--- config.mk ---
export PLATFORM = sky130hd
export DESIGN_NAME = cpc_back
export DESIGN_NICKNAME = d
export VERILOG_FILES = /design/src/rtl/core/cpc_pkg.sv /design/src/rtl/core/cpc_back.sv
export SDC_FILE = /design/constraint.sdc
export NUM_CORES = 1
export LEC_CHECK = 0
export BUFFER_PORTS_ARGS = -buffer_cell sky130_fd_sc_hd__buf_2
export CELL_PAD_IN_SITES_DETAIL_PLACEMENT = 2
export CELL_PAD_IN_SITES_GLOBAL_PLACEMENT = 2
export CORE_MARGIN = 5
export CORE_UTILIZATION = 33
export CTS_BUF_LIST = sky130_fd_sc_hd__clkbuf_4 sky130_fd_sc_hd__clkbuf_8 sky130_fd_sc_hd__clkbuf_16
export CTS_CLUSTER_SIZE = 8
export DETAILED_ROUTE_END_ITERATION = 10
export PLACE_DENSITY = 0.92
export SETUP_SLACK_MARGIN = 0.2
export SLEW_MARGIN = 20
export SYNTH_ARGS = -nofsm -noshare
export SYNTH_HDL_FRONTEND = slang
export SYNTH_SLANG_ARGS = --single-unit
--- constraint.sdc ---
create_clock -name clk_i -period 9.25 [get_ports clk_i]
set_input_delay 1.85 -clock clk_i [delete_from_list [all_inputs] [get_ports clk_i]]
set_output_delay 1.85 -clock clk_i [all_outputs]
set_load 0.01 [all_outputs]
--- src/rtl/core/cpc_pkg.sv ---
// Shared types, constants and helper functions of the counter pattern checker.
package cpc_pkg;

  localparam int unsigned OffsetBits  = 40;
  localparam int unsigned ValueBits   = 32;
  localparam int unsigned SkipSumBits = 48;
  localparam int unsigned LimitBits   = 16;
  localparam int unsigned AsmBits     = 24;
  localparam int unsigned AddrBits    = 4;

  typedef enum logic [1:0] {
    WIDTH_8      = 2'd0,
    WIDTH_16     = 2'd1,
    WIDTH_32     = 2'd2,
    WIDTH_32_ALT = 2'd3
  } width_sel_e;

  // Register indexes on the configuration port (word address bits).
  localparam logic [1:0] RegWidthSelect  = 2'd0;
  localparam logic [1:0] RegInitialValue = 2'd1;
  localparam logic [1:0] RegDetailLimit  = 2'd2;

  localparam logic [LimitBits-1:0] DetailLimitReset = 16'd10000;

  // One completed counter, handed from the front end to the statistics unit.
  typedef struct packed {
    logic [OffsetBits-1:0] offset;
    logic [ValueBits-1:0]  expected;
    logic [ValueBits-1:0]  received;
    logic                  mismatch;
    logic [ValueBits-1:0]  skip;
    logic                  restart;
  } cpc_item_t;

  function automatic logic [ValueBits-1:0] width_mask(width_sel_e sel);
    logic [ValueBits-1:0] mask;
    unique case (sel) inside
      WIDTH_8:                mask = 32'h0000_00FF;
      WIDTH_16:               mask = 32'h0000_FFFF;
      WIDTH_32, WIDTH_32_ALT: mask = 32'hFFFF_FFFF;
      default:                mask = 32'hFFFF_FFFF;
    endcase
    return mask;
  endfunction

  // Byte position of the last byte of a counter.
  function automatic logic [1:0] last_phase(width_sel_e sel);
    logic [1:0] ph;
    unique case (sel) inside
      WIDTH_8:                ph = 2'd0;
      WIDTH_16:               ph = 2'd1;
      WIDTH_32, WIDTH_32_ALT: ph = 2'd3;
      default:                ph = 2'd3;
    endcase
    return ph;
  endfunction

endpackage

--- src/rtl/core/cpc_back.sv ---
// Statistics unit: counts, skip extremes, skip sum, log limiting and the output register.
module cpc_back import cpc_pkg::*; #(
  parameter int unsigned StatBits = 40
) (
  input  logic                   clk_i,
  input  logic                   rst_ni,
  input  logic                   item_valid_i,
  input  cpc_item_t              item_i,
  output logic                   pop_o,
  input  logic [LimitBits-1:0]   detail_limit_i,
  output logic                   out_valid_o,
  input  logic                   out_stall_i,
  output logic [OffsetBits-1:0]  value_offset_o,
  output logic [ValueBits-1:0]   expected_value_o,
  output logic [ValueBits-1:0]   received_value_o,
  output logic                   mismatch_o,
  output logic [ValueBits-1:0]   skip_amount_o,
  output logic                   detail_flag_o,
  output logic                   first_suppressed_o,
  output logic [StatBits-1:0]    good_count_o,
  output logic [StatBits-1:0]    error_count_o,
  output logic [ValueBits-1:0]   min_skip_o,
  output logic [ValueBits-1:0]   max_skip_o,
  output logic [SkipSumBits-1:0] skip_total_o
);

  logic [StatBits-1:0]    good_q, good_d, good_b;
  logic [StatBits-1:0]    err_q, err_d, err_b;
  logic [ValueBits-1:0]   min_q, min_d, min_b;
  logic [ValueBits-1:0]   max_q, max_d, max_b;
  logic [SkipSumBits-1:0] sum_q, sum_d, sum_b;
  logic [SkipSumBits:0]   sum_wide;
  logic [LimitBits-1:0]   logged_q, logged_d, logged_b;
  logic                   sup_q, sup_d, sup_b;
  logic                   detail, first_sup;
  logic                   out_valid_q, out_valid_d;

  logic [OffsetBits-1:0]  off_q;
  logic [ValueBits-1:0]   exp_q, rcv_q, skip_q;
  logic                   mism_q, detail_q, first_sup_q;

  assign pop_o       = item_valid_i && (!out_valid_q || !out_stall_i);
  assign out_valid_d = pop_o || (out_valid_q && out_stall_i);

  always_comb begin
    // A restart clears every statistic before this counter is counted.
    good_b   = item_i.restart ? '0 : good_q;
    err_b    = item_i.restart ? '0 : err_q;
    min_b    = item_i.restart ? '0 : min_q;
    max_b    = item_i.restart ? '0 : max_q;
    sum_b    = item_i.restart ? '0 : sum_q;
    logged_b = item_i.restart ? '0 : logged_q;
    sup_b    = item_i.restart ? 1'b0 : sup_q;

    good_d    = good_b;
    err_d     = err_b;
    min_d     = min_b;
    max_d     = max_b;
    sum_d     = sum_b;
    logged_d  = logged_b;
    sup_d     = sup_b;
    detail    = 1'b0;
    first_sup = 1'b0;
    sum_wide  = {1'b0, sum_b} + (SkipSumBits + 1)'(item_i.skip);

    if (!item_i.mismatch) begin
      if (good_b != '1) begin
        good_d = good_b + 1'b1;
      end
    end else begin
      if (err_b == '0) begin
        min_d = item_i.skip;
        max_d = item_i.skip;
      end else begin
        if (item_i.skip < min_b) begin
          min_d = item_i.skip;
        end
        if (item_i.skip > max_b) begin
          max_d = item_i.skip;
        end
      end
      if (err_b != '1) begin
        err_d = err_b + 1'b1;
      end
      sum_d = sum_wide[SkipSumBits] ? '1 : sum_wide[SkipSumBits-1:0];
      if (logged_b < detail_limit_i) begin
        detail   = 1'b1;
        logged_d = logged_b + 1'b1;
      end else if (!sup_b) begin
        first_sup = 1'b1;
        sup_d     = 1'b1;
      end
    end
  end

  always_ff @(posedge clk_i or negedge rst_ni) begin
    if (!rst_ni) begin
      good_q      <= '0;
      err_q       <= '0;
      min_q       <= '0;
      max_q       <= '0;
      sum_q       <= '0;
      logged_q    <= '0;
      sup_q       <= 1'b0;
      out_valid_q <= 1'b0;
    end else begin
      out_valid_q <= out_valid_d;
      if (pop_o) begin
        good_q   <= good_d;
        err_q    <= err_d;
        min_q    <= min_d;
        max_q    <= max_d;
        sum_q    <= sum_d;
        logged_q <= logged_d;
        sup_q    <= sup_d;
      end
    end
  end

  always_ff @(posedge clk_i) begin
    if (pop_o) begin
      off_q       <= item_i.offset;
      exp_q       <= item_i.expected;
      rcv_q       <= item_i.received;
      mism_q      <= item_i.mismatch;
      skip_q      <= item_i.skip;
      detail_q    <= detail;
      first_sup_q <= first_sup;
    end
  end

  // The statistics registers double as the output payload: they change only on a pop.
  assign out_valid_o        = out_valid_q;
  assign value_offset_o     = off_q;
  assign expected_value_o   = exp_q;
  assign received_value_o   = rcv_q;
  assign mismatch_o         = mism_q;
  assign skip_amount_o      = skip_q;
  assign detail_flag_o      = detail_q;
  assign first_suppressed_o = first_sup_q;
  assign good_count_o       = good_q;
  assign error_count_o      = err_q;
  assign min_skip_o         = min_q;
  assign max_skip_o         = max_q;
  assign skip_total_o       = sum_q;

endmodule

==> results.cfg <==
[run_status]
status = finished clean

[layout]
final_util = 0.421
stdcell_area_sq_mm = 0.0232
fin_nets = 2499
drive_above_1_share = 0.272
area_delta_synth_final_pct = 26.9
nFillCells = 5803
layout.cells.non_filler = 3019

[job]
drv_cap = 0

[timing]
finalCritPeriodShare = 0.616
fmax_mhz = 175
hold_ws_ns = 0.491
skew_ns = 0.0731
max_slew.worst_pin.slew_ns = 1.10
finalSetupTns_ns = 0
hold_viol_final = 0
slew_headroom = 0.259
fin_ws_ns = 3.55
rsz0062_at_grt = no
finalSetupViolCount = 0
slew_viol_final = 0
fin_crit_ns = 5.70

[synthesis]
netlist_instances = 1741
yosys_warnings = 0
ys_types = 69
syn-cell-area_sq_mm = 0.0183
avgSynthCellArea_sq_um = 10.5
synth_nets = 2014
synth_flop_cell = dfrtp_1
synth_edf_count = 139
async_flop_share = 0.602
ys_ff_latch = 349
ys_seq_area_frac = 0.516

[floorplan]
start_util = 0.332
core-area_sq_mm = 0.0550
io_pins = 491
fp.dieH_um = 245
num_rows = 86
die_width_um = 245
dieArea_sq_mm = 0.0601

[setup_path]
cp_max_fo = 168
cpPeakStageDelay_ns = 0.60
cp.arrival_ns = 6.23
start_kind = input port
crit_type = input port to flip-flop
slowest_stage = or4_1
cp_cell_sequence = buf_4 -> buf_12 -> nand2b_1 -> ha_1 -> nand4_1 -> a211oi_1 -> o2111ai_1 -> or4_1 -> a21oi_1 -> o2111ai_1 -> a21oi_4 -> buf_4 -> mux2i_1
worstPathRequired_ns = 9.78
endpoint_kind = flip-flop

[clocking]
htree_levels = 2
postCtsSetupBuffers = 0
cts_sinks = 349
cts_hold_buf = 0
clk_path_buf_depth = 3
path_clk_slew_ns = 0.06
cts_buffers = 50
tritoncts = done
cts.root.buffer_cell = clkbuf_16
insertion_delay_ns = 0.65
postCtsResizedCells = 0

[grt]
grt_pass1_wl_um = 125000
grt.overflow.total = 0
grt.total_usage = 0.271
grt_max_degree = 169
grt_pass1_vias = 18659
antenna_found_initial = 10

[placement]
dp_cells = 2922
place.gp.congestion = 0.880
post-dp-hpwl_um = 58600
place_area_sq_mm = 0.0215
numPortBuffers = 490
place_ws_ns = 3.09

[pwr]
finalPower_mw = 4.88
powerDensity_mw_per_mm2 = 210
vdd_drop_max_mv = 0.154
p_leak_nw = 11.0

[drt]
drc = 0
dr.pass1.iters = 5
drt-initial-drc-count = 1022
via_per_inst = 5.49
wl_um = 86100
vias = 16588
postRouteAntennaNets = 0
avgRoutedWirePerCell_um = 28.5

[min_path]
hp-class = flip-flop to flip-flop
==> Yosys cell counts (all sizes together), types with 4 or more instances <==
cell | count | share of area
a211oi | 11 | 0.0048
a21o | 36 | 0.015
a21oi | 63 | 0.017
a22o | 35 | 0.017
a31oi | 9 | 0.0031
and2 | 9 | 0.0031
and3 | 22 | 0.0075
and4 | 7 | 0.0034
and4b | 5 | 0.0027
buf | 9 | 0.0032
clkbuf | 62 | 0.013
dfrtp | 210 | 0.29
edfxtp | 139 | 0.23
ha | 114 | 0.078
inv | 75 | 0.015
mux2i | 43 | 0.024
nand2 | 263 | 0.054
nand2b | 72 | 0.025
nand3 | 64 | 0.018
nand4 | 38 | 0.014
nor2 | 64 | 0.013
nor2b | 61 | 0.021
nor3 | 21 | 0.0064
nor4 | 17 | 0.0058
o211ai | 20 | 0.0082
o21a | 10 | 0.0041
o21ai | 88 | 0.024
o21bai | 4 | 0.0016
or3 | 5 | 0.0023
or4 | 8 | 0.0036
xnor2 | 43 | 0.021
xor2 | 74 | 0.035
==> layout make-up <==
type,count,area (sq um),area share
inverters,75,287,0.0124
clock inverters,3,90.1,0.00389
clock buffers,84,1520,0.0656
well taps,748,936,0.0404
repair buffers,504,2590,0.112
multi-input cells,1246,8300,0.358
flip-flops and latches,349,9430,0.407
diodes,10,25.0,0.00108
==> layout by cell type (no fill, tap or decap), types with 5 or more instances in the layout <==
cell type | netlist | routed
nor2b_1 | 61 | 61
diode_2 | 0 | 10
buf_2 | 2 | 488
a22o_1 | 35 | 35
nor2_1 | 62 | 62
o211ai_1 | 20 | 20
a211oi_1 | 10 | 10
inv_1 | 75 | 74
and4_1 | 7 | 7
or4_1 | 6 | 6
nor3_1 | 20 | 20
buf_4 | 4 | 13
o21a_1 | 10 | 10
xnor2_1 | 43 | 43
mux2i_1 | 43 | 43
clkbuf_4 | 0 | 32
and4b_1 | 5 | 5
a21oi_1 | 63 | 60
nor4_1 | 17 | 17
nand3_1 | 64 | 64
xor2_1 | 74 | 74
ha_1 | 114 | 114
a21o_1 | 36 | 36
dfrtp_1 | 210 | 210
nand4_1 | 37 | 37
edfxtp_1 | 139 | 139
and2_1 | 9 | 9
a31oi_1 | 9 | 9
nand2b_1 | 72 | 72
and3_1 | 22 | 22
clkbuf_16 | 0 | 50
nand2_1 | 262 | 260
o21ai_0 | 86 | 86
==> flip-flops by register name, indices dropped and copies added (netlist names), 16 cells and up <==
signal,cells
good_count_o,40
error_count_o,40
max_skip_o,32
logged_q,16
skip_amount_o,32
received_value_o,32
value_offset_o,40
min_skip_o,32
skip_total_o,48
expected_value_o,32
==> routing by layer <==
layer | wire length (um) | share of wire | track usage
met1 | 31400 | 0.36 | 0.296
met2 | 43500 | 0.50 | 0.484
met3 | 5880 | 0.068 | 0.0630
met4 | 5310 | 0.062 | 0.150
met5 | 26 | 0.00030 | 0
==> kinds of logic after synthesis <==
kind of cell               count (synthesis)  synth area share
AOI/OAI and AO/OA                        302             0.108
xor gates and xnor gates                 117            0.0561
adders and majority gates                115            0.0792
buffers and inverters                    146            0.0314
DFF                                      349             0.516
muxes                                     43            0.0236
and+or+nand+nor                          669             0.185
==> where the power goes <==
group          switching (mW)  internal, mW  leakage, nW
Sequential              0.144          1.77         4.13
Clock                   0.795          1.12        0.812
Combinational           0.672         0.372         6.06
==> critical path: cells and delay by family <==
family	cells	cell delay, ns
buffers and inverters	3	1.45
adder cells (fa/ha/maj)	1	0.19
AO/OA/AOI/OAI	5	1.29
multiplexers	1	0.37
AND/OR/NAND/NOR	3	0.97
==> worst paths after layout <==
check	from	end	slack [ns]	cells past startpoint
worst max register to register	skip_total_o[0]$_DFFE_PN0P_	skip_total_o[10]$_DFFE_PN0P_	5.05	12
worst min-delay path	skip_total_o[15]$_DFFE_PN0P_	skip_total_o[15]$_DFFE_PN0P_	0.49	2
worst min register to register	skip_total_o[15]$_DFFE_PN0P_	skip_total_o[15]$_DFFE_PN0P_	0.49	2
min in group asynchronous	rst_ni	good_count_o[28]$_DFFE_PN0P_	1.24	1
worst max-delay path	item_i[0]	min_skip_o[18]$_DFFE_PN0P_	3.55	13
max in group asynchronous	rst_ni	max_skip_o[30]$_DFFE_PN0P_	6.65	2
Power figures use the tool's default switching activity.
